[src/hdl/assert_macros.svh]
// Assertion helpers shared by the RTL; every check is clocked on i_clk
// and held off while i_rst_n is low.
`ifndef ASSERT_MACROS_SVH
`define ASSERT_MACROS_SVH

// Same-cycle implication check
`define FWUS_ASSERT_IMP(lbl, ante, cons, msg) \
    lbl: assert property (@(posedge i_clk) disable iff (!i_rst_n) (ante) |-> (cons)) \
        else $error(msg);

// Next-cycle implication check
`define FWUS_ASSERT_NXT(lbl, ante, cons, msg) \
    lbl: assert property (@(posedge i_clk) disable iff (!i_rst_n) (ante) |=> (cons)) \
        else $error(msg);

`endif

[src/hdl/fwus_pkg.sv]
package fwus_pkg;

    // fixed field widths
    localparam int REQ_TYPE_W = 2;
    localparam int COORD_W    = 16;
    localparam int CLIP_W     = 18;
    localparam int STATUS_W   = 3;
    localparam int WIN_W      = 8;
    localparam int ADDR_OUT_W = 17;
    localparam int LEN_W      = 16;

    // chunk limit register
    localparam logic [LEN_W-1:0] LIMIT_RESET = 16'd30000;
    localparam logic [LEN_W-1:0] LIMIT_MIN   = 16'd2;

    // request codes
    typedef enum logic [REQ_TYPE_W-1:0] {
        REQ_FULL = 2'd0,
        REQ_RECT = 2'd1,
        REQ_DONE = 2'd2
    } t_req;

    // result status codes
    typedef enum logic [STATUS_W-1:0] {
        ST_STARTED  = 3'd0,
        ST_QUEUED   = 3'd1,
        ST_DROPPED  = 3'd2,
        ST_NEXT     = 3'd3,
        ST_FINISHED = 3'd4,
        ST_IGNORED  = 3'd5
    } t_status;

    // pending slot contents
    typedef enum logic [1:0] {
        PEND_NONE = 2'd0,
        PEND_FULL = 2'd1,
        PEND_RECT = 2'd2
    } t_pend;

endpackage

[src/hdl/fwus_cfg_if.sv]
interface fwus_cfg_if;
    import fwus_pkg::*;

    logic             valid;
    logic             ready;
    logic [LEN_W-1:0] chunk_limit;

    modport source (output valid, output chunk_limit, input ready);
    modport sink   (input valid, input chunk_limit, output ready);
endinterface

[src/hdl/fwus_req_if.sv]
interface fwus_req_if;
    import fwus_pkg::*;

    logic                      valid;
    logic                      ready;
    logic [REQ_TYPE_W-1:0]     req_type;
    logic signed [COORD_W-1:0] rect_x;
    logic signed [COORD_W-1:0] rect_y;
    logic signed [COORD_W-1:0] rect_w;
    logic signed [COORD_W-1:0] rect_h;

    modport source (output valid, output req_type, output rect_x, output rect_y,
                    output rect_w, output rect_h, input ready);
    modport sink   (input valid, input req_type, input rect_x, input rect_y,
                    input rect_w, input rect_h, output ready);
endinterface

[src/hdl/fwus_rsp_if.sv]
interface fwus_rsp_if;
    import fwus_pkg::*;

    logic                  valid;
    logic                  ready;
    logic [STATUS_W-1:0]   event_status;
    logic                  window_valid;
    logic [WIN_W-1:0]      win_x0;
    logic [WIN_W-1:0]      win_y0;
    logic [WIN_W-1:0]      win_x1;
    logic [WIN_W-1:0]      win_y1;
    logic                  chunk_valid;
    logic [ADDR_OUT_W-1:0] chunk_addr;
    logic [LEN_W-1:0]      chunk_len;

    modport source (output valid, output event_status, output window_valid,
                    output win_x0, output win_y0, output win_x1, output win_y1,
                    output chunk_valid, output chunk_addr, output chunk_len,
                    input ready);
    modport sink   (input valid, input event_status, input window_valid,
                    input win_x0, input win_y0, input win_x1, input win_y1,
                    input chunk_valid, input chunk_addr, input chunk_len,
                    output ready);
endinterface

[src/hdl/framebuffer_window_update_sequencer.sv]
// Channel   Dir  Beat contents
// i_cfg     in   chunk_limit (largest chunk in bytes)
// i_req     in   req_type, rect_x, rect_y, rect_w, rect_h
// o_rsp     out  event_status, window, chunk address and length
//
// One beat per cycle while o_rsp.ready is high; each beat passes the input register, then
// the result register, with the single clip/address pass between them.
// Synchronous active-low reset: idle, nothing pending, chunk limit 30000.
// With o_rsp.ready low the result register holds and one more beat waits in
// the input register; i_req.ready drops only when both are full.
// i_cfg is always ready.
module framebuffer_window_update_sequencer #(
    parameter int PANEL_WIDTH  = 240,
    parameter int PANEL_HEIGHT = 240
) (
    input  logic              i_clk,
    input  logic              i_rst_n,
    fwus_cfg_if.sink          i_cfg,
    fwus_req_if.sink          i_req,
    fwus_rsp_if.source        o_rsp
);
    import fwus_pkg::*;

    localparam int TOTAL_BYTES = PANEL_WIDTH * PANEL_HEIGHT * 2;
    localparam int OFS_W  = $clog2(TOTAL_BYTES + 1);
    localparam int XW     = $clog2(PANEL_WIDTH + 1);
    localparam int YW     = $clog2(PANEL_HEIGHT + 1);
    localparam int RW     = $clog2(2 * PANEL_WIDTH + 1);
    localparam int ADDR_W = OFS_W + 1;
    localparam int FCMP_W = (OFS_W > LEN_W) ? OFS_W : LEN_W;
    localparam int RCMP_W = (RW > LEN_W) ? RW : LEN_W;
    localparam logic [OFS_W-1:0] TOTAL_V = OFS_W'(TOTAL_BYTES);
    localparam logic signed [CLIP_W-1:0] PW_S = CLIP_W'(PANEL_WIDTH);
    localparam logic signed [CLIP_W-1:0] PH_S = CLIP_W'(PANEL_HEIGHT);
    localparam logic [WIN_W-1:0] FULL_X1 = WIN_W'(PANEL_WIDTH - 1);
    localparam logic [WIN_W-1:0] FULL_Y1 = WIN_W'(PANEL_HEIGHT - 1);

    // handshake and stage registers
    logic                      r_s1_valid;
    logic [REQ_TYPE_W-1:0]     r_s1_type;
    logic signed [COORD_W-1:0] r_s1_x, r_s1_y, r_s1_w, r_s1_h;
    logic                      r_out_valid;
    logic                      out_adv, s1_fire;

    // sequencer state
    logic [LEN_W-1:0] r_limit;
    logic             r_busy, r_rect_mode;
    logic [OFS_W-1:0] r_full_ofs;
    logic [XW-1:0]    r_ax, r_aw, r_px, r_pw;
    logic [YW-1:0]    r_ay, r_ah, r_py, r_ph, r_row;
    logic [RW-1:0]    r_rbo;
    t_pend            r_pend_kind;

    // result registers
    t_status               r_o_status;
    logic                  r_o_win_v, r_o_chunk_v;
    logic [WIN_W-1:0]      r_o_x0, r_o_y0, r_o_x1, r_o_y1;
    logic [ADDR_OUT_W-1:0] r_o_addr;
    logic [LEN_W-1:0]      r_o_len;

    // handshakes: result register parts the two sides
    assign out_adv     = !r_out_valid || o_rsp.ready;
    assign s1_fire     = r_s1_valid && out_adv;
    assign i_req.ready = !r_s1_valid || out_adv;
    assign i_cfg.ready = 1'b1;

    always_ff @(posedge i_clk) begin
        if (!i_rst_n) begin
            r_s1_valid  <= 1'b0;
            r_out_valid <= 1'b0;
            r_limit     <= LIMIT_RESET;
        end else begin
            if (i_req.ready) begin
                r_s1_valid <= i_req.valid;
            end
            if (s1_fire) begin
                r_out_valid <= 1'b1;
            end else if (o_rsp.ready) begin
                r_out_valid <= 1'b0;
            end
            if (i_cfg.valid) begin
                r_limit <= i_cfg.chunk_limit;
            end
        end
    end

    // input payload register
    always_ff @(posedge i_clk) begin
        if (i_req.valid && i_req.ready) begin
            r_s1_type <= i_req.req_type;
            r_s1_x    <= i_req.rect_x;
            r_s1_y    <= i_req.rect_y;
            r_s1_w    <= i_req.rect_w;
            r_s1_h    <= i_req.rect_h;
        end
    end

    // rectangle clipping in wide signed arithmetic
    logic signed [CLIP_W-1:0] sx, sy, sw, sh, x1, y1, w1, h1, w2, h2;
    logic                     c_ok;
    logic [XW-1:0]            c_x, c_w;
    logic [YW-1:0]            c_y, c_h;

    assign sx = {{(CLIP_W-COORD_W){r_s1_x[COORD_W-1]}}, r_s1_x};
    assign sy = {{(CLIP_W-COORD_W){r_s1_y[COORD_W-1]}}, r_s1_y};
    assign sw = {{(CLIP_W-COORD_W){r_s1_w[COORD_W-1]}}, r_s1_w};
    assign sh = {{(CLIP_W-COORD_W){r_s1_h[COORD_W-1]}}, r_s1_h};
    assign x1 = sx[CLIP_W-1] ? '0 : sx;
    assign y1 = sy[CLIP_W-1] ? '0 : sy;
    assign w1 = sx[CLIP_W-1] ? sw + sx : sw;
    assign h1 = sy[CLIP_W-1] ? sh + sy : sh;
    assign w2 = (x1 + w1 > PW_S) ? PW_S - x1 : w1;
    assign h2 = (y1 + h1 > PH_S) ? PH_S - y1 : h1;
    assign c_ok = (sw > 0) && (sh > 0) && (sx < PW_S) && (sy < PH_S)
                  && (w1 > 0) && (h1 > 0) && (w2 > 0) && (h2 > 0);
    assign c_x = XW'(x1);
    assign c_y = YW'(y1);
    assign c_w = XW'(w2);
    assign c_h = YW'(h2);

    // event decode
    t_status       d_status;
    t_pend         d_pend;
    logic          d_busy, d_pend_load, d_finish;
    logic          d_start_full, d_start_rect, d_next_full, d_next_rect;
    logic [XW-1:0] g_x, g_w;
    logic [YW-1:0] g_y, g_h;

    always_comb begin
        d_status     = ST_IGNORED;
        d_pend       = r_pend_kind;
        d_busy       = r_busy;
        d_pend_load  = 1'b0;
        d_finish     = 1'b0;
        d_start_full = 1'b0;
        d_start_rect = 1'b0;
        d_next_full  = 1'b0;
        d_next_rect  = 1'b0;
        g_x = c_x;
        g_y = c_y;
        g_w = c_w;
        g_h = c_h;
        case (t_req'(r_s1_type))
            REQ_FULL: begin
                if (r_busy) begin
                    d_pend   = PEND_FULL;
                    d_status = ST_QUEUED;
                end else begin
                    d_start_full = 1'b1;
                end
            end
            REQ_RECT: begin
                if (!c_ok) begin
                    d_status = ST_DROPPED;
                end else if (r_busy) begin
                    d_pend      = PEND_RECT;
                    d_pend_load = 1'b1;
                    d_status    = ST_QUEUED;
                end else begin
                    d_start_rect = 1'b1;
                end
            end
            REQ_DONE: begin
                if (r_busy) begin
                    if (!r_rect_mode) begin
                        if (r_full_ofs >= TOTAL_V) begin
                            d_finish = 1'b1;
                        end else begin
                            d_status    = ST_NEXT;
                            d_next_full = 1'b1;
                        end
                    end else begin
                        if (r_row >= r_ah) begin
                            d_finish = 1'b1;
                        end else begin
                            d_status    = ST_NEXT;
                            d_next_rect = 1'b1;
                        end
                    end
                end
            end
            default: begin
                d_status = ST_IGNORED;
            end
        endcase
        // finish: launch whatever waits in the pending slot
        if (d_finish) begin
            d_busy = 1'b0;
            d_pend = PEND_NONE;
            case (r_pend_kind)
                PEND_FULL: begin
                    d_start_full = 1'b1;
                end
                PEND_RECT: begin
                    d_start_rect = 1'b1;
                    g_x = r_px;
                    g_y = r_py;
                    g_w = r_pw;
                    g_h = r_ph;
                end
                default: begin
                    d_status = ST_FINISHED;
                end
            endcase
        end
        if (d_start_full || d_start_rect) begin
            d_busy   = 1'b1;
            d_status = ST_STARTED;
        end
    end

    // chunk sizing and addressing
    logic [LEN_W-1:0]  lim_e;
    logic [OFS_W-1:0]  full_base, full_remain, full_next;
    logic [LEN_W-1:0]  full_len;
    logic [XW-1:0]     b_x, b_w;
    logic [YW-1:0]     b_y, b_row;
    logic [RW-1:0]     b_rbo, rect_total, rect_remain, rect_sum;
    logic [LEN_W-1:0]  rect_len;
    logic [YW:0]       rect_line;
    logic [ADDR_W-1:0] rect_addr;
    logic [XW:0]       win_xe;
    logic [YW:0]       win_ye;

    assign lim_e = (r_limit < LIMIT_MIN) ? LIMIT_MIN : r_limit;

    assign full_base   = d_start_full ? '0 : r_full_ofs;
    assign full_remain = TOTAL_V - full_base;
    assign full_len    = (FCMP_W'(full_remain) > FCMP_W'(lim_e)) ? lim_e
                                                                  : LEN_W'(full_remain);
    assign full_next   = full_base + OFS_W'(full_len);

    assign b_x   = d_start_rect ? g_x : r_ax;
    assign b_y   = d_start_rect ? g_y : r_ay;
    assign b_w   = d_start_rect ? g_w : r_aw;
    assign b_row = d_start_rect ? '0 : r_row;
    assign b_rbo = d_start_rect ? '0 : r_rbo;

    assign rect_total  = RW'({b_w, 1'b0});
    assign rect_remain = rect_total - b_rbo;
    assign rect_len    = (RCMP_W'(rect_remain) > RCMP_W'(lim_e)) ? lim_e
                                                                 : LEN_W'(rect_remain);
    assign rect_sum    = b_rbo + RW'(rect_len);
    assign rect_line   = (YW+1)'(b_y) + (YW+1)'(b_row);
    assign rect_addr   = ((ADDR_W'(rect_line) * ADDR_W'(PANEL_WIDTH) + ADDR_W'(b_x)) << 1)
                         + ADDR_W'(b_rbo);

    assign win_xe = (XW+1)'(g_x) + (XW+1)'(g_w) - 1'b1;
    assign win_ye = (YW+1)'(g_y) + (YW+1)'(g_h) - 1'b1;

    // state update
    always_ff @(posedge i_clk) begin
        if (!i_rst_n) begin
            r_busy      <= 1'b0;
            r_rect_mode <= 1'b0;
            r_full_ofs  <= '0;
            r_ax        <= '0;
            r_ay        <= '0;
            r_aw        <= '0;
            r_ah        <= '0;
            r_row       <= '0;
            r_rbo       <= '0;
            r_pend_kind <= PEND_NONE;
            r_px        <= '0;
            r_py        <= '0;
            r_pw        <= '0;
            r_ph        <= '0;
        end else if (s1_fire) begin
            r_busy      <= d_busy;
            r_pend_kind <= d_pend;
            if (d_start_full) begin
                r_rect_mode <= 1'b0;
            end
            if (d_start_rect) begin
                r_rect_mode <= 1'b1;
                r_ax        <= g_x;
                r_ay        <= g_y;
                r_aw        <= g_w;
                r_ah        <= g_h;
            end
            if (d_start_full || d_next_full) begin
                r_full_ofs <= full_next;
            end
            if (d_start_rect || d_next_rect) begin
                if (rect_sum >= rect_total) begin
                    r_row <= b_row + 1'b1;
                    r_rbo <= '0;
                end else begin
                    r_row <= b_row;
                    r_rbo <= rect_sum;
                end
            end
            if (d_pend_load) begin
                r_px <= c_x;
                r_py <= c_y;
                r_pw <= c_w;
                r_ph <= c_h;
            end
        end
    end

    // result register
    always_ff @(posedge i_clk) begin
        if (s1_fire) begin
            r_o_status  <= d_status;
            r_o_win_v   <= d_start_full || d_start_rect;
            r_o_chunk_v <= d_start_full || d_start_rect || d_next_full || d_next_rect;
            if (d_start_full) begin
                r_o_x0 <= '0;
                r_o_y0 <= '0;
                r_o_x1 <= FULL_X1;
                r_o_y1 <= FULL_Y1;
            end else if (d_start_rect) begin
                r_o_x0 <= WIN_W'(g_x);
                r_o_y0 <= WIN_W'(g_y);
                r_o_x1 <= WIN_W'(win_xe);
                r_o_y1 <= WIN_W'(win_ye);
            end else begin
                r_o_x0 <= '0;
                r_o_y0 <= '0;
                r_o_x1 <= '0;
                r_o_y1 <= '0;
            end
            if (d_start_full || d_next_full) begin
                r_o_addr <= ADDR_OUT_W'(full_base);
                r_o_len  <= full_len;
            end else if (d_start_rect || d_next_rect) begin
                r_o_addr <= ADDR_OUT_W'(rect_addr);
                r_o_len  <= rect_len;
            end else begin
                r_o_addr <= '0;
                r_o_len  <= '0;
            end
        end
    end

    assign o_rsp.valid        = r_out_valid;
    assign o_rsp.event_status = r_o_status;
    assign o_rsp.window_valid = r_o_win_v;
    assign o_rsp.win_x0       = r_o_x0;
    assign o_rsp.win_y0       = r_o_y0;
    assign o_rsp.win_x1       = r_o_x1;
    assign o_rsp.win_y1       = r_o_y1;
    assign o_rsp.chunk_valid  = r_o_chunk_v;
    assign o_rsp.chunk_addr   = r_o_addr;
    assign o_rsp.chunk_len    = r_o_len;

    // checks
`include "assert_macros.svh"
    `FWUS_ASSERT_IMP(a_pend_needs_busy, r_pend_kind != PEND_NONE, r_busy, "pending request while idle")
    `FWUS_ASSERT_IMP(a_win_has_chunk, r_out_valid && r_o_win_v, r_o_chunk_v, "window without first chunk")
    `FWUS_ASSERT_IMP(a_chunk_nonzero, r_out_valid && r_o_chunk_v, r_o_len != '0, "empty chunk issued")
    `FWUS_ASSERT_NXT(a_s1_drains, r_s1_valid && !r_out_valid, r_out_valid, "input beat did not move")

endmodule

[src/flat_wrapper.sv]
// flat-port wrapper written by rule: the top's interface ports become plain ports
module framebuffer_window_update_sequencer_flat import fwus_pkg::*;
#(
    parameter int PANEL_WIDTH  = 240,
    parameter int PANEL_HEIGHT = 240
)
  (i_clk, i_rst_n, i_cfg_valid, i_cfg_chunk_limit, i_cfg_ready, i_req_valid, i_req_req_type, i_req_rect_x, i_req_rect_y, i_req_rect_w, i_req_rect_h, i_req_ready, o_rsp_valid, o_rsp_event_status, o_rsp_window_valid, o_rsp_win_x0, o_rsp_win_y0, o_rsp_win_x1, o_rsp_win_y1, o_rsp_chunk_valid, o_rsp_chunk_addr, o_rsp_chunk_len, o_rsp_ready);
  fwus_cfg_if i_cfg_i ();
  fwus_req_if i_req_i ();
  fwus_rsp_if o_rsp_i ();
  input  logic i_clk;
  input  logic i_rst_n;
  input wire logic [$bits(i_cfg_i.valid)-1:0] i_cfg_valid;
  input wire logic [$bits(i_cfg_i.chunk_limit)-1:0] i_cfg_chunk_limit;
  output wire logic [$bits(i_cfg_i.ready)-1:0] i_cfg_ready;
  input wire logic [$bits(i_req_i.valid)-1:0] i_req_valid;
  input wire logic [$bits(i_req_i.req_type)-1:0] i_req_req_type;
  input wire logic [$bits(i_req_i.rect_x)-1:0] i_req_rect_x;
  input wire logic [$bits(i_req_i.rect_y)-1:0] i_req_rect_y;
  input wire logic [$bits(i_req_i.rect_w)-1:0] i_req_rect_w;
  input wire logic [$bits(i_req_i.rect_h)-1:0] i_req_rect_h;
  output wire logic [$bits(i_req_i.ready)-1:0] i_req_ready;
  output wire logic [$bits(o_rsp_i.valid)-1:0] o_rsp_valid;
  output wire logic [$bits(o_rsp_i.event_status)-1:0] o_rsp_event_status;
  output wire logic [$bits(o_rsp_i.window_valid)-1:0] o_rsp_window_valid;
  output wire logic [$bits(o_rsp_i.win_x0)-1:0] o_rsp_win_x0;
  output wire logic [$bits(o_rsp_i.win_y0)-1:0] o_rsp_win_y0;
  output wire logic [$bits(o_rsp_i.win_x1)-1:0] o_rsp_win_x1;
  output wire logic [$bits(o_rsp_i.win_y1)-1:0] o_rsp_win_y1;
  output wire logic [$bits(o_rsp_i.chunk_valid)-1:0] o_rsp_chunk_valid;
  output wire logic [$bits(o_rsp_i.chunk_addr)-1:0] o_rsp_chunk_addr;
  output wire logic [$bits(o_rsp_i.chunk_len)-1:0] o_rsp_chunk_len;
  input wire logic [$bits(o_rsp_i.ready)-1:0] o_rsp_ready;
  assign i_cfg_i.valid = i_cfg_valid;
  assign i_cfg_i.chunk_limit = i_cfg_chunk_limit;
  assign i_cfg_ready = i_cfg_i.ready;
  assign i_req_i.valid = i_req_valid;
  assign i_req_i.req_type = i_req_req_type;
  assign i_req_i.rect_x = i_req_rect_x;
  assign i_req_i.rect_y = i_req_rect_y;
  assign i_req_i.rect_w = i_req_rect_w;
  assign i_req_i.rect_h = i_req_rect_h;
  assign i_req_ready = i_req_i.ready;
  assign o_rsp_valid = o_rsp_i.valid;
  assign o_rsp_event_status = o_rsp_i.event_status;
  assign o_rsp_window_valid = o_rsp_i.window_valid;
  assign o_rsp_win_x0 = o_rsp_i.win_x0;
  assign o_rsp_win_y0 = o_rsp_i.win_y0;
  assign o_rsp_win_x1 = o_rsp_i.win_x1;
  assign o_rsp_win_y1 = o_rsp_i.win_y1;
  assign o_rsp_chunk_valid = o_rsp_i.chunk_valid;
  assign o_rsp_chunk_addr = o_rsp_i.chunk_addr;
  assign o_rsp_chunk_len = o_rsp_i.chunk_len;
  assign o_rsp_i.ready = o_rsp_ready;
  framebuffer_window_update_sequencer #(.PANEL_WIDTH(PANEL_WIDTH), .PANEL_HEIGHT(PANEL_HEIGHT)) u_core (.i_clk(i_clk), .i_rst_n(i_rst_n), .i_cfg(i_cfg_i), .i_req(i_req_i), .o_rsp(o_rsp_i));
endmodule
[config.mk]
export PLATFORM = sky130hd
export DESIGN_NAME = framebuffer_window_update_sequencer_flat
export DESIGN_NICKNAME = d
export VERILOG_FILES = /design/src/hdl/fwus_pkg.sv /design/src/hdl/fwus_cfg_if.sv /design/src/hdl/fwus_req_if.sv /design/src/hdl/fwus_rsp_if.sv /design/src/hdl/framebuffer_window_update_sequencer.sv /design/src/flat_wrapper.sv
export VERILOG_INCLUDE_DIRS = /design/src /design/src/hdl
export SDC_FILE = /design/constraint.sdc
export NUM_CORES = 1
export LEC_CHECK = 0
export BUFFER_PORTS_ARGS = -buffer_cell sky130_fd_sc_hd__buf_2
export CORE_MARGIN = 1.5
export CORE_UTILIZATION = 50
export CTS_CLUSTER_DIAMETER = 150
export DETAILED_ROUTE_END_ITERATION = 7
export GPL_ROUTABILITY_DRIVEN = 1
export GPL_TIMING_DRIVEN = 0
export PLACE_DENSITY = 0.71
export SKIP_LAST_GASP = 1
export SLEW_MARGIN = 10
export SYNTH_ARGS = -nofsm -noshare
export SYNTH_HDL_FRONTEND = slang
export SYNTH_SLANG_ARGS = --single-unit
[constraint.sdc]
create_clock -name i_clk -period 12.7 [get_ports i_clk]
set_input_delay 1.27 -clock i_clk [delete_from_list [all_inputs] [get_ports i_clk]]
set_output_delay 1.27 -clock i_clk [all_outputs]
set_load 0.02 [all_outputs]
Word-level counts from Yosys, hierarchy flattened
Index checks and enable logic that the tools add are counted.
{"block": "totals", "ff_bits": 256, "latch_bits": 0, "mem_bits_rw": 0, "romBits": 0, "in_bits": 87, "n_memories": 0}
{"block": "classes", "addsub": 18, "multipliers": 1, "n_div": 0, "magnitude_cmp": 16, "eq_ne": 7, "shift": 0, "muxes": 75, "bitwise_logic": 1, "reduce_logical": 32}
{"op": "2-to-1 mux 8 bit", "count": 15}
{"op": "2-to-1 mux 16 bit", "count": 5}
{"op": "> comparator 18 x 1 -> 1 bit (second input constant)", "count": 4}
{"op": "2-to-1 mux 18 bit", "count": 4}
{"op": "2-to-1 mux 17 bit", "count": 3}
{"op": "adder 16 x 18 -> 18 bit", "count": 2}
{"op": "> comparator 18 x 9 -> 1 bit (second input constant)", "count": 2}
{"op": "subtractor 9 x 18 -> 18 bit (first input constant)", "count": 2}
{"op": "adder 16 x 16 -> 17 bit", "count": 2}
{"op": "> comparator 16 x 1 -> 1 bit (second input constant)", "count": 2}
{"op": "less-than comparator 16 x 9 -> 1 bit (second input constant)", "count": 2}
{"op": "2-to-1 mux 1 bit", "count": 30}
{"op": "2-to-1 mux 15 bit", "count": 2}
{"op": "2-to-1 mux 3 bit", "count": 8}
{"op": "2-to-1 mux 9 bit", "count": 2}
{"op": "adder 17 x 16 -> 17 bit", "count": 1}
{"op": "adder 17 x 9 -> 17 bit", "count": 1}
{"op": ">= comparator 17 bit (second input constant)", "count": 1}
{"op": "> comparator 17 x 16 -> 1 bit", "count": 1}
{"op": "subtractor 17 bit (first input constant)", "count": 1}
{"op": "adder 16 x 8 -> 16 bit", "count": 1}
{"op": "adder 8 bit", "count": 2}
{"op": "> comparator 9 x 16 -> 1 bit", "count": 1}
{"op": "less-than comparator 16 x 2 -> 1 bit (second input constant)", "count": 1}
{"op": "other kinds (24)", "count": 55}

Logic depth before layout (Yosys ltp)
Gate-level depths: netlist (run 1).
{"block": "logic_depth", "ltp_word": 19, "depth_mapped": 60, "mapped_depth_nobuf": 56}

Worst setup path before layout (run 1)
No wires, ideal clock.
{"block": "synth_timing", "kind": "reg-to-reg", "startpoint": "reg u_core.r_s1_w[0]", "endpoint": "reg u_core.r_row[1]", "setup_time_ps": 132, "arrival_time_ps": 12125, "required_time_ps": 12568, "slack_ps": 442, "stages_incl_launch_ff": 59, "n_path_buf": 6, "path_cell_list": "edfxtp_1 > ha_1 > fa_1 > a211o_1 > a211o_1 > a41oi_1 > xnor2_1 > mux2_2 > ha_1 > clkbuf_1 > nand4_1 > a21oi_1 > a21oi_1 > o21a_1 > xnor2_1 > a2111oi_2 > a22oi_2 > a2111oi_2 > [23 not listed] > a21oi_1 > o21bai_1 > a21oi_1 > o21bai_1 > a21oi_1 > xnor2_1 > xnor2_1 > ha_1 > and4_1 > nand4b_1 > nor2_1 > and3_1 > or4_1 > nor3b_1 > o31a_2 > buf_6 > mux2i_1 > a21oi_1"}
{"block": "synth_via", "elab_chain_cells": 19}
{"element": "start, declared", "line": "framebuffer_window_update_sequencer.sv:41", "text": "logic signed [COORD_W-1:0] r_s1_x, r_s1_y, r_s1_w, r_s1_h;"}
{"element": "start signal, assigned", "line": "framebuffer_window_update_sequencer.sv:93", "text": "r_s1_w <= i_req.rect_w;"}
{"element": "adder 16 x 16 -> 17 bit / > comparator 16 x 1 -> 1 bit (equally long branches)", "line": "framebuffer_window_update_sequencer.sv:110, framebuffer_window_update_sequencer.sv:114"}
{"element": "2-to-1 mux 18 bit / logical AND 1 bit (equally long branches)", "line": "framebuffer_window_update_sequencer.sv:110, framebuffer_window_update_sequencer.sv:114"}
{"element": "adder 16 x 18 -> 18 bit / logical AND 1 bit (equally long branches)", "line": "framebuffer_window_update_sequencer.sv:112, framebuffer_window_update_sequencer.sv:114"}
{"element": "> comparator 18 x 9 -> 1 bit / logical AND 1 bit (equally long branches)", "line": "framebuffer_window_update_sequencer.sv:112, framebuffer_window_update_sequencer.sv:114"}
{"element": "2-to-1 mux 18 bit / logical AND 1 bit (equally long branches)", "line": "framebuffer_window_update_sequencer.sv:112, framebuffer_window_update_sequencer.sv:115"}
{"element": "> comparator 18 x 1 -> 1 bit / logical AND 1 bit (equally long branches)", "line": "framebuffer_window_update_sequencer.sv:115", "text": "&& (w1 > 0) && (h1 > 0) && (w2 > 0) && (h2 > 0);"}
{"element": "logical AND 1 bit (2 in series)", "line": "framebuffer_window_update_sequencer.sv:115"}
{"element": "2-to-1 mux 1 bit", "line": "framebuffer_window_update_sequencer.sv:153", "text": "if (!c_ok) begin"}
{"element": "[3 not listed]"}
{"element": "2-to-1 mux 8 bit *"}
{"element": "net u_core.b_w[0]", "line": "framebuffer_window_update_sequencer.sv:216", "text": "logic [XW-1:0] b_x, b_w;"}
{"element": "subtractor 9 bit", "line": "framebuffer_window_update_sequencer.sv:240", "text": "assign rect_remain = rect_total - b_rbo;"}
{"element": "> comparator 9 x 16 -> 1 bit", "line": "framebuffer_window_update_sequencer.sv:241", "text": "assign rect_len = (RCMP_W'(rect_remain) > RCMP_W'(lim_e)) ? lim_e"}
{"element": "2-to-1 mux 16 bit", "line": "framebuffer_window_update_sequencer.sv:241"}
{"element": "adder 9 bit", "line": "framebuffer_window_update_sequencer.sv:243", "text": "assign rect_sum = b_rbo + RW'(rect_len);"}
{"element": ">= comparator 9 bit *", "line": "framebuffer_window_update_sequencer.sv:285", "text": "if (rect_sum >= rect_total) begin"}
{"element": "2-to-1 mux 8 bit *", "line": "framebuffer_window_update_sequencer.sv:285"}
{"element": "end signal, assigned", "line": "framebuffer_window_update_sequencer.sv:286", "text": "r_row <= b_row + 1'b1;"}
{"element": "end signal, assigned", "line": "framebuffer_window_update_sequencer.sv:289", "text": "r_row <= b_row;"}
{"element": "end, declared", "line": "framebuffer_window_update_sequencer.sv:50", "text": "logic [YW-1:0] r_ay, r_ah, r_py, r_ph, r_row;"}
The timed path passes the listed nets; every way through them passes the cells marked *.
A chain may end at the register's enable or synchronous reset.

Final worst setup path (run 1)
{"block": "layout_timing", "startpoint": "reg u_core.r_s1_h[0]", "endpoint": "reg u_core.r_row[5]"}
{"block": "layout_via", "elab_chain_cells": 19}
{"element": "start, declared", "line": "framebuffer_window_update_sequencer.sv:41"}
{"element": "start signal, assigned", "line": "framebuffer_window_update_sequencer.sv:94", "text": "r_s1_h <= i_req.rect_h;"}
{"element": "branches (longest 7 deep; another with adder 16 x 18 -> 18 bit)"}
{"element": "logical AND 1 bit *", "line": "framebuffer_window_update_sequencer.sv:115"}
{"element": "2-to-1 mux 1 bit *", "line": "framebuffer_window_update_sequencer.sv:153"}
{"element": "2-to-1 mux 1 bit *", "line": "framebuffer_window_update_sequencer.sv:143", "text": "case (t_req'(r_s1_type))"}
{"element": "2-to-1 mux 1 bit", "line": "framebuffer_window_update_sequencer.sv:190", "text": "case (r_pend_kind)"}
{"element": "2-to-1 mux 1 bit *", "line": "framebuffer_window_update_sequencer.sv:187", "text": "if (d_finish) begin"}
{"element": "2-to-1 mux 8 bit *"}
{"element": "net u_core.b_w[0]", "line": "framebuffer_window_update_sequencer.sv:216"}
{"element": "subtractor 9 bit", "line": "framebuffer_window_update_sequencer.sv:240"}
{"element": "> comparator 9 x 16 -> 1 bit", "line": "framebuffer_window_update_sequencer.sv:241"}
{"element": "2-to-1 mux 16 bit", "line": "framebuffer_window_update_sequencer.sv:241"}
{"element": "adder 9 bit", "line": "framebuffer_window_update_sequencer.sv:243"}
{"element": ">= comparator 9 bit *", "line": "framebuffer_window_update_sequencer.sv:285"}
{"element": "2-to-1 mux 8 bit *", "line": "framebuffer_window_update_sequencer.sv:285"}
Mark *: on every way through the listed nets, which the timed path passes.

==> results of run 1 <==
[Yosys cell counts, types with 37 or more instances]
cell / count / share of area [%]
o21ai_0: 74 / 1.9
nand3_1: 41 / 1.0
o21bai_1: 37 / 1.4
a21o_1: 52 / 2.0
dfxtp_1: 120 / 12
ha_1: 199 / 13
mux2i_1: 74 / 3.7
mux2_2: 40 / 2.3
nand2_1: 180 / 3.4
edfxtp_1: 136 / 21
xnor2_1: 96 / 4.2
a211oi_1: 41 / 1.6
nor2_1: 220 / 4.2
nor2b_1: 41 / 1.3
inv_1: 164 / 3.1
clkbuf_1: 75 / 1.4
a21oi_1: 196 / 4.9
xor2_1: 42 / 1.9
[through the flow]
stage / instances / area [µm²] / worst slack (ns)
after floorplan: 2242 / 19900 / 0.442
after global placement: 2917 / 21300 / -1.99
after detailed placement: 2919 / 21300 / -2.23
after CTS: 2983 / 22400 / 0.00177
after global routing: 3004 / 22900 / -0.191
final: 3004 / 22900 / 0.283
[layer usage]
metal,vias up,share of wire [%]
li1,8515,-
met1,8489,45
met2,664,44
met3,132,7.2
met4,2,3.2
met5,-,0.021
[state kept, by name (all words and copies together) (netlist names), 9 cells and up]
signal and count:
u_core.r_rbo 9, u_core.r_s1_h 16, u_core.r_limit 16, u_core.o_rsp.chunk_len 16
u_core.r_s1_x 16, u_core.o_rsp.chunk_addr 17, u_core.r_full_ofs 17, u_core.r_s1_w 16
u_core.r_s1_y 16
[worst max-delay path by stage]
stage | end | slack, ns | cells after the start | start
floorplan | u_core.r_row[1] | 0.44 | 58 | u_core.r_s1_w[0]
global placement | u_core.r_row[1] | -1.99 | 58 | u_core.r_s1_w[0]
detailed placement | u_core.r_row[1] | -2.23 | 58 | u_core.r_s1_w[0]
CTS | u_core.r_row[1] | 0.002 | 58 | u_core.r_s1_w[0]
global route | u_core.r_row[3] | -0.19 | 59 | u_core.r_s1_x[0]
finish | u_core.r_row[5] | 0.28 | 57 | u_core.r_s1_h[0]
[cell type report]
type	count	area, µm²	share of cell area, %
sequential	256	6490	28.4
multi-input combinational	1728	12700	55.5
tap	518	648	2.83
inverter	166	626	2.74
timing repair buffer	199	1140	4.98
clock inverter	15	67.6	0.295
clock buffer	39	783	3.43
buffer	83	422	1.84
[cell families (layout without fill, tap and decap cells)]
| family | count (synthesis) | after routing | share of synthesized area (%) |
|---|---|---|---|
| buffers and inverters | 258 | 502 | 5.02 |
| DFF | 256 | 256 | 32.7 |
| other | 1 | 1 | 0.0189 |
| muxes | 114 | 114 | 6.00 |
| xor gates and xnor gates | 139 | 139 | 6.17 |
| AOI/OAI and AO/OA | 573 | 573 | 19.1 |
| adders and majority gates | 224 | 224 | 14.8 |
| and+or+nand+nor | 677 | 677 | 16.2 |
[power by group]
part           internal [µW]  switching, µW
Sequential               903           24.8
Clock                    428            346
Combinational            257            369
Total                   1590            740
[tightest hold or removal path, delay by kind of cell (launching register included)]
| family | cells | cell delay, ns |
|---|---|---|
| compound gates | 1 | 0.05 |
| flops | 1 | 0.31 |
| simple gates | 1 | 0.05 |
[timing repair]
action                     in CTS  in global routing
resized for setup              45                 59
setup endpoints to repair      17                 17
gates cloned                    0                  1
pin swaps                      13                 33
setup buffers                  12                 27
==> flow_metrics.tcl, run 1 <==
set metrics [dict create \
    syn_area_um2 19900 \
    cts_tree "yes" \
    wl_per_cell_um 19.2 \
    crit_path_top_delay_cell "a2111o_1" \
    path_max_fanout 10 \
    die_x_um 202 \
    mostFrequentLayoutCell "nor2_1" \
    grt-busiest-layer "met2" \
    power_density_nw_per_um2 102 \
    area_growth_pct 15.2 \
    outcome "completed" \
    finalPower_uw 2330 \
    regToRegSetupSlack_ns 0.28 \
    max_cap_viol_count 0 \
    worstMarginPinSlew_ns 1.03 \
    cts_sinks 256 \
    start_util_pct 51.0 \
    slowest_delay_ns 0.52 \
    reg2reg_depth 57 \
    num_rows 72 \
    n_antenna_cell 0 \
    io_pins 160 \
    hold_viol_final 0 \
    clock_latency_ns 0.59 \
    grtUsageMet1_pct 39.1 \
    antenna_found_initial 1 \
    first_pass_iters 5 \
    crit_required_ns 13.22 \
    fin_setup_tns_ns 0 \
    cts_buffers 29 \
    path_delay_family "compound AO/OA/AOI/OAI gates" \
    clockBufferDepth 3 \
    die_area_um2 40900 \
    syn_avg_cell_area_um2 8.86 \
    clk_pin_slew_ns 0.07 \
    clock_tree.root_cell "clkbuf_16" \
    mostFrequentLayoutCells "nor2_1, ha_1, a21oi_1" \
    min_period_ns 12.42 \
    whs_ns 0.459 \
    post-route-period-util_pct 97.8 \
    yosys_warnings 0 \
    vdd_drop_max_v 0.000108 \
    route.vias.total 17802 \
    async_reset_ff_share_pct 0 \
    holdPathStages 2 \
    synth_nets 2548 \
    cp-start-kind "flop" \
    cp-end-kind "flop" \
    min_to "u_core.r_rbo[7]" \
    dp_hpwl_mm 44.7 \
    synthFlopType "edfxtp_1" \
    portBuffers 157 \
    syn_inst 2242 \
    fin_skew_ns 0.0270 \
    finish.utilization_pct 58.8 \
    grt_start_max_net_pins 65 \
    htree_levels 1 \
    rr_endpoint "u_core.r_row[5]" \
    die_h_um 202 \
    nets 2769 \
    n_fill_cell 3493 \
    hold_buffers 0 \
    met2_usage_pct 43.4 \
    slew_viol_final 0 \
    drive_gt1_share_pct 15.2 \
    hold_path_class "flop to flop" \
    p_leak_uw 0.0100 \
    setup_viol 0 \
    grt_pass1_vias 16954 \
    slew_headroom_pct 31.1 \
    use_met3_pct 4.00 \
    place_congestion 0.934 \
    via_per_inst 5.93 \
    grt-ovfl-total 0 \
    crit_buf_inv 6 \
    ys_ff_latch 256 \
    drc 0 \
    synth-edff-count 136 \
    worstSetupPathType "flop to flop" \
    ys_seq_area_share_pct 32.7 \
    drtIter0Drc 1551 \
    worstHoldStart "u_core.r_rbo[7]" \
    grt_pass1_wl_mm 90.7 \
    postRouteWirelength_mm 57.8 \
    coreArea_um2 38900 \
    crit_arrival_ns 12.94 \
    grt.total_usage_pct 27.6 \
    antenna_left 0 \
    synth.distinct_cells 85 \
    fmax_mhz 80.5 \
    r2r_start "u_core.r_s1_h[0]" \
]
(Power assumes the default switching activity.)
==> inputs of run 2 (changes only) <==
--- a/config.mk
+++ b/config.mk
@@ -14,6 +14,7 @@
 export GPL_ROUTABILITY_DRIVEN = 1
 export GPL_TIMING_DRIVEN = 0
 export PLACE_DENSITY = 0.71
+export RECOVER_POWER = 25
 export SKIP_LAST_GASP = 1
 export SLEW_MARGIN = 10
 export SYNTH_ARGS = -nofsm -noshare
==> run 2 against run 1 <==
Against the previous run:
- the flow now finishes with violations (capacitance limit, slew limit)
- critical path depth stayed put
- worst setup slack better by 0.031 ns
- die area stayed put
- core utilization is 0.071 points lower
- first-iteration DRC count is 3.4% lower
- worst hold slack worse by 0.0014 ns
- fmax is 0.25% higher
- critical endpoint unchanged
- largest cell class unchanged
==> flow_metrics.tcl, run 2 (same netlist as run 1, synthesis figures left out) <==
set metrics [dict create \
    outcome "complete, but fails checks" \
    violations "capacitance limit, slew limit" \
    worstMarginPinSlew_ns 3.67 \
    drtIter0Drc 1498 \
    grt.total_usage_pct 27.6 \
    clk_pin_slew_ns 0.07 \
    slew_viol_final 65 \
    htree_levels 1 \
    hold_viol_final 0 \
    portBuffers 157 \
    first_pass_iters 8 \
    post-route-period-util_pct 97.5 \
    max_cap_viol_count 1 \
    grt_start_max_net_pins 65 \
    die_x_um 202 \
    cp-start-kind "flop" \
    min_period_ns 12.39 \
    r2r_start "u_core.r_s1_h[0]" \
    area_growth_pct 15.0 \
    holdPathStages 2 \
    mostFrequentLayoutCells "nor2_1, ha_1, a21oi_1" \
    wl_per_cell_um 19.3 \
    cts_buffers 29 \
    die_area_um2 40900 \
    rr_endpoint "u_core.r_row[5]" \
    cts_sinks 256 \
    cp-end-kind "flop" \
    crit_path_top_delay_cell "a2111o_1" \
    coreArea_um2 38900 \
    fmax_mhz 80.7 \
    mostFrequentLayoutCell "nor2_1" \
    nets 2769 \
    n_antenna_cell 0 \
    power_density_nw_per_um2 102 \
    place_congestion 0.934 \
    grt-ovfl-total 0 \
    via_per_inst 5.93 \
    worstSetupPathType "flop to flop" \
    grt_pass1_vias 16954 \
    hold_path_class "flop to flop" \
    min_to "u_core.r_rbo[2]" \
    io_pins 160 \
    crit_buf_inv 6 \
    clock_tree.root_cell "clkbuf_16" \
    antenna_found_initial 1 \
    postRouteWirelength_mm 57.8 \
    final_area_um2 22800 \
    path_delay_family "compound AO/OA/AOI/OAI gates" \
    hold_buffers 0 \
    reg2reg_depth 57 \
    regToRegSetupSlack_ns 0.31 \
    clock_latency_ns 0.59 \
    slew_headroom_pct -145 \
    p_leak_uw 0.0100 \
    num_rows 72 \
    n_fill_cell 3496 \
    path_max_fanout 10 \
    drive_gt1_share_pct 15.1 \
    dpl_cell_area_um2 21300 \
    cts_tree "yes" \
    dp_hpwl_mm 44.7 \
    crit_arrival_ns 12.91 \
    crit_required_ns 13.22 \
    start_util_pct 51.0 \
    worstHoldStart "u_core.r_rbo[2]" \
    fin_skew_ns 0.0269 \
    clockBufferDepth 3 \
    grt_pass1_wl_mm 90.7 \
    vdd_drop_max_v 0.000108 \
    drc 0 \
    finalPower_uw 2330 \
    die_h_um 202 \
    antenna_left 0 \
    route.vias.total 17816 \
    slowest_delay_ns 0.52 \
    setup_viol 0 \
]
-- run 2: cell types whose count changed in the layout (fill, tap and decap cells not counted), sizes merged --
cell    before  now
buf        222  220
clkbuf      99  101
-- run 2: where the power goes --
part / total (µW) / switching, µW / internal, µW
combinational: 624 / 368 / 256
clock: 775 / 347 / 428
sequential: 929 / 24.8 / 904
-- run 2: metrics by stage --
step	instances	hold WS [ns]	setup TNS (ns)	utilization, %	setup WS [ns]
2_1_floorplan	2242	0.432	0	-	0.442
3_3_place_gp	2917	0.439	-32.35	54.7	-1.99
3_5_place_dp	2919	0.446	-36.51	54.9	-2.23
4_1_cts	2983	0.455	0	57.7	0.00177
5_1_grt	3004	0.473	-1.85	58.7	-0.191
6_report	3004	0.457	0	58.7	0.315
-- run 2: how the worst max path moves through the flow --
stage,startpoint,to,slack (ns),cells after the start
2_1_floorplan,u_core.r_s1_w[0],u_core.r_row[1],0.44,58
3_3_place_gp,u_core.r_s1_w[0],u_core.r_row[1],-1.99,58
3_5_place_dp,u_core.r_s1_w[0],u_core.r_row[1],-2.23,58
4_1_cts,u_core.r_s1_w[0],u_core.r_row[1],0.002,58
5_1_grt,u_core.r_s1_x[0],u_core.r_row[3],-0.19,59
6_report,u_core.r_s1_h[0],u_core.r_row[5],0.31,57
-- run 2: area by class of cell --
type	instances	area, µm²	share of cell area (%)
clock inverters	15	67.6	0.296
repair buffers	199	1110	4.88
clock buffers	39	783	3.43
plain buffers	83	422	1.85
flip-flops and latches	256	6490	28.4
multi-input cells	1728	12700	55.6
inverters	166	626	2.74
well taps	518	648	2.84
-- run 2: layer usage --
metal | wire length, µm | GRT usage [%] | up-vias | part of all wire, %
li1 | - | - | 8512 | -
met1 | 26200 | 39.1 | 8495 | 45
met2 | 25300 | 43.4 | 666 | 44
met3 | 4210 | 4.00 | 141 | 7.3
met4 | 2080 | 8.89 | 2 | 3.6
met5 | 12 | 0 | - | 0.021
-- run 2: repair_timing --
action	CTS	global route
cloned	0	1
pin swaps	13	33
resized for setup	45	59
endpoints found under the setup margin	17	17
setup buffers	12	27
-- run 2: worst min-delay path: stages (launching register included) --
cell	delay, ns
dfxtp_1	0.31
nand2_1	0.05
a21oi_1	0.05
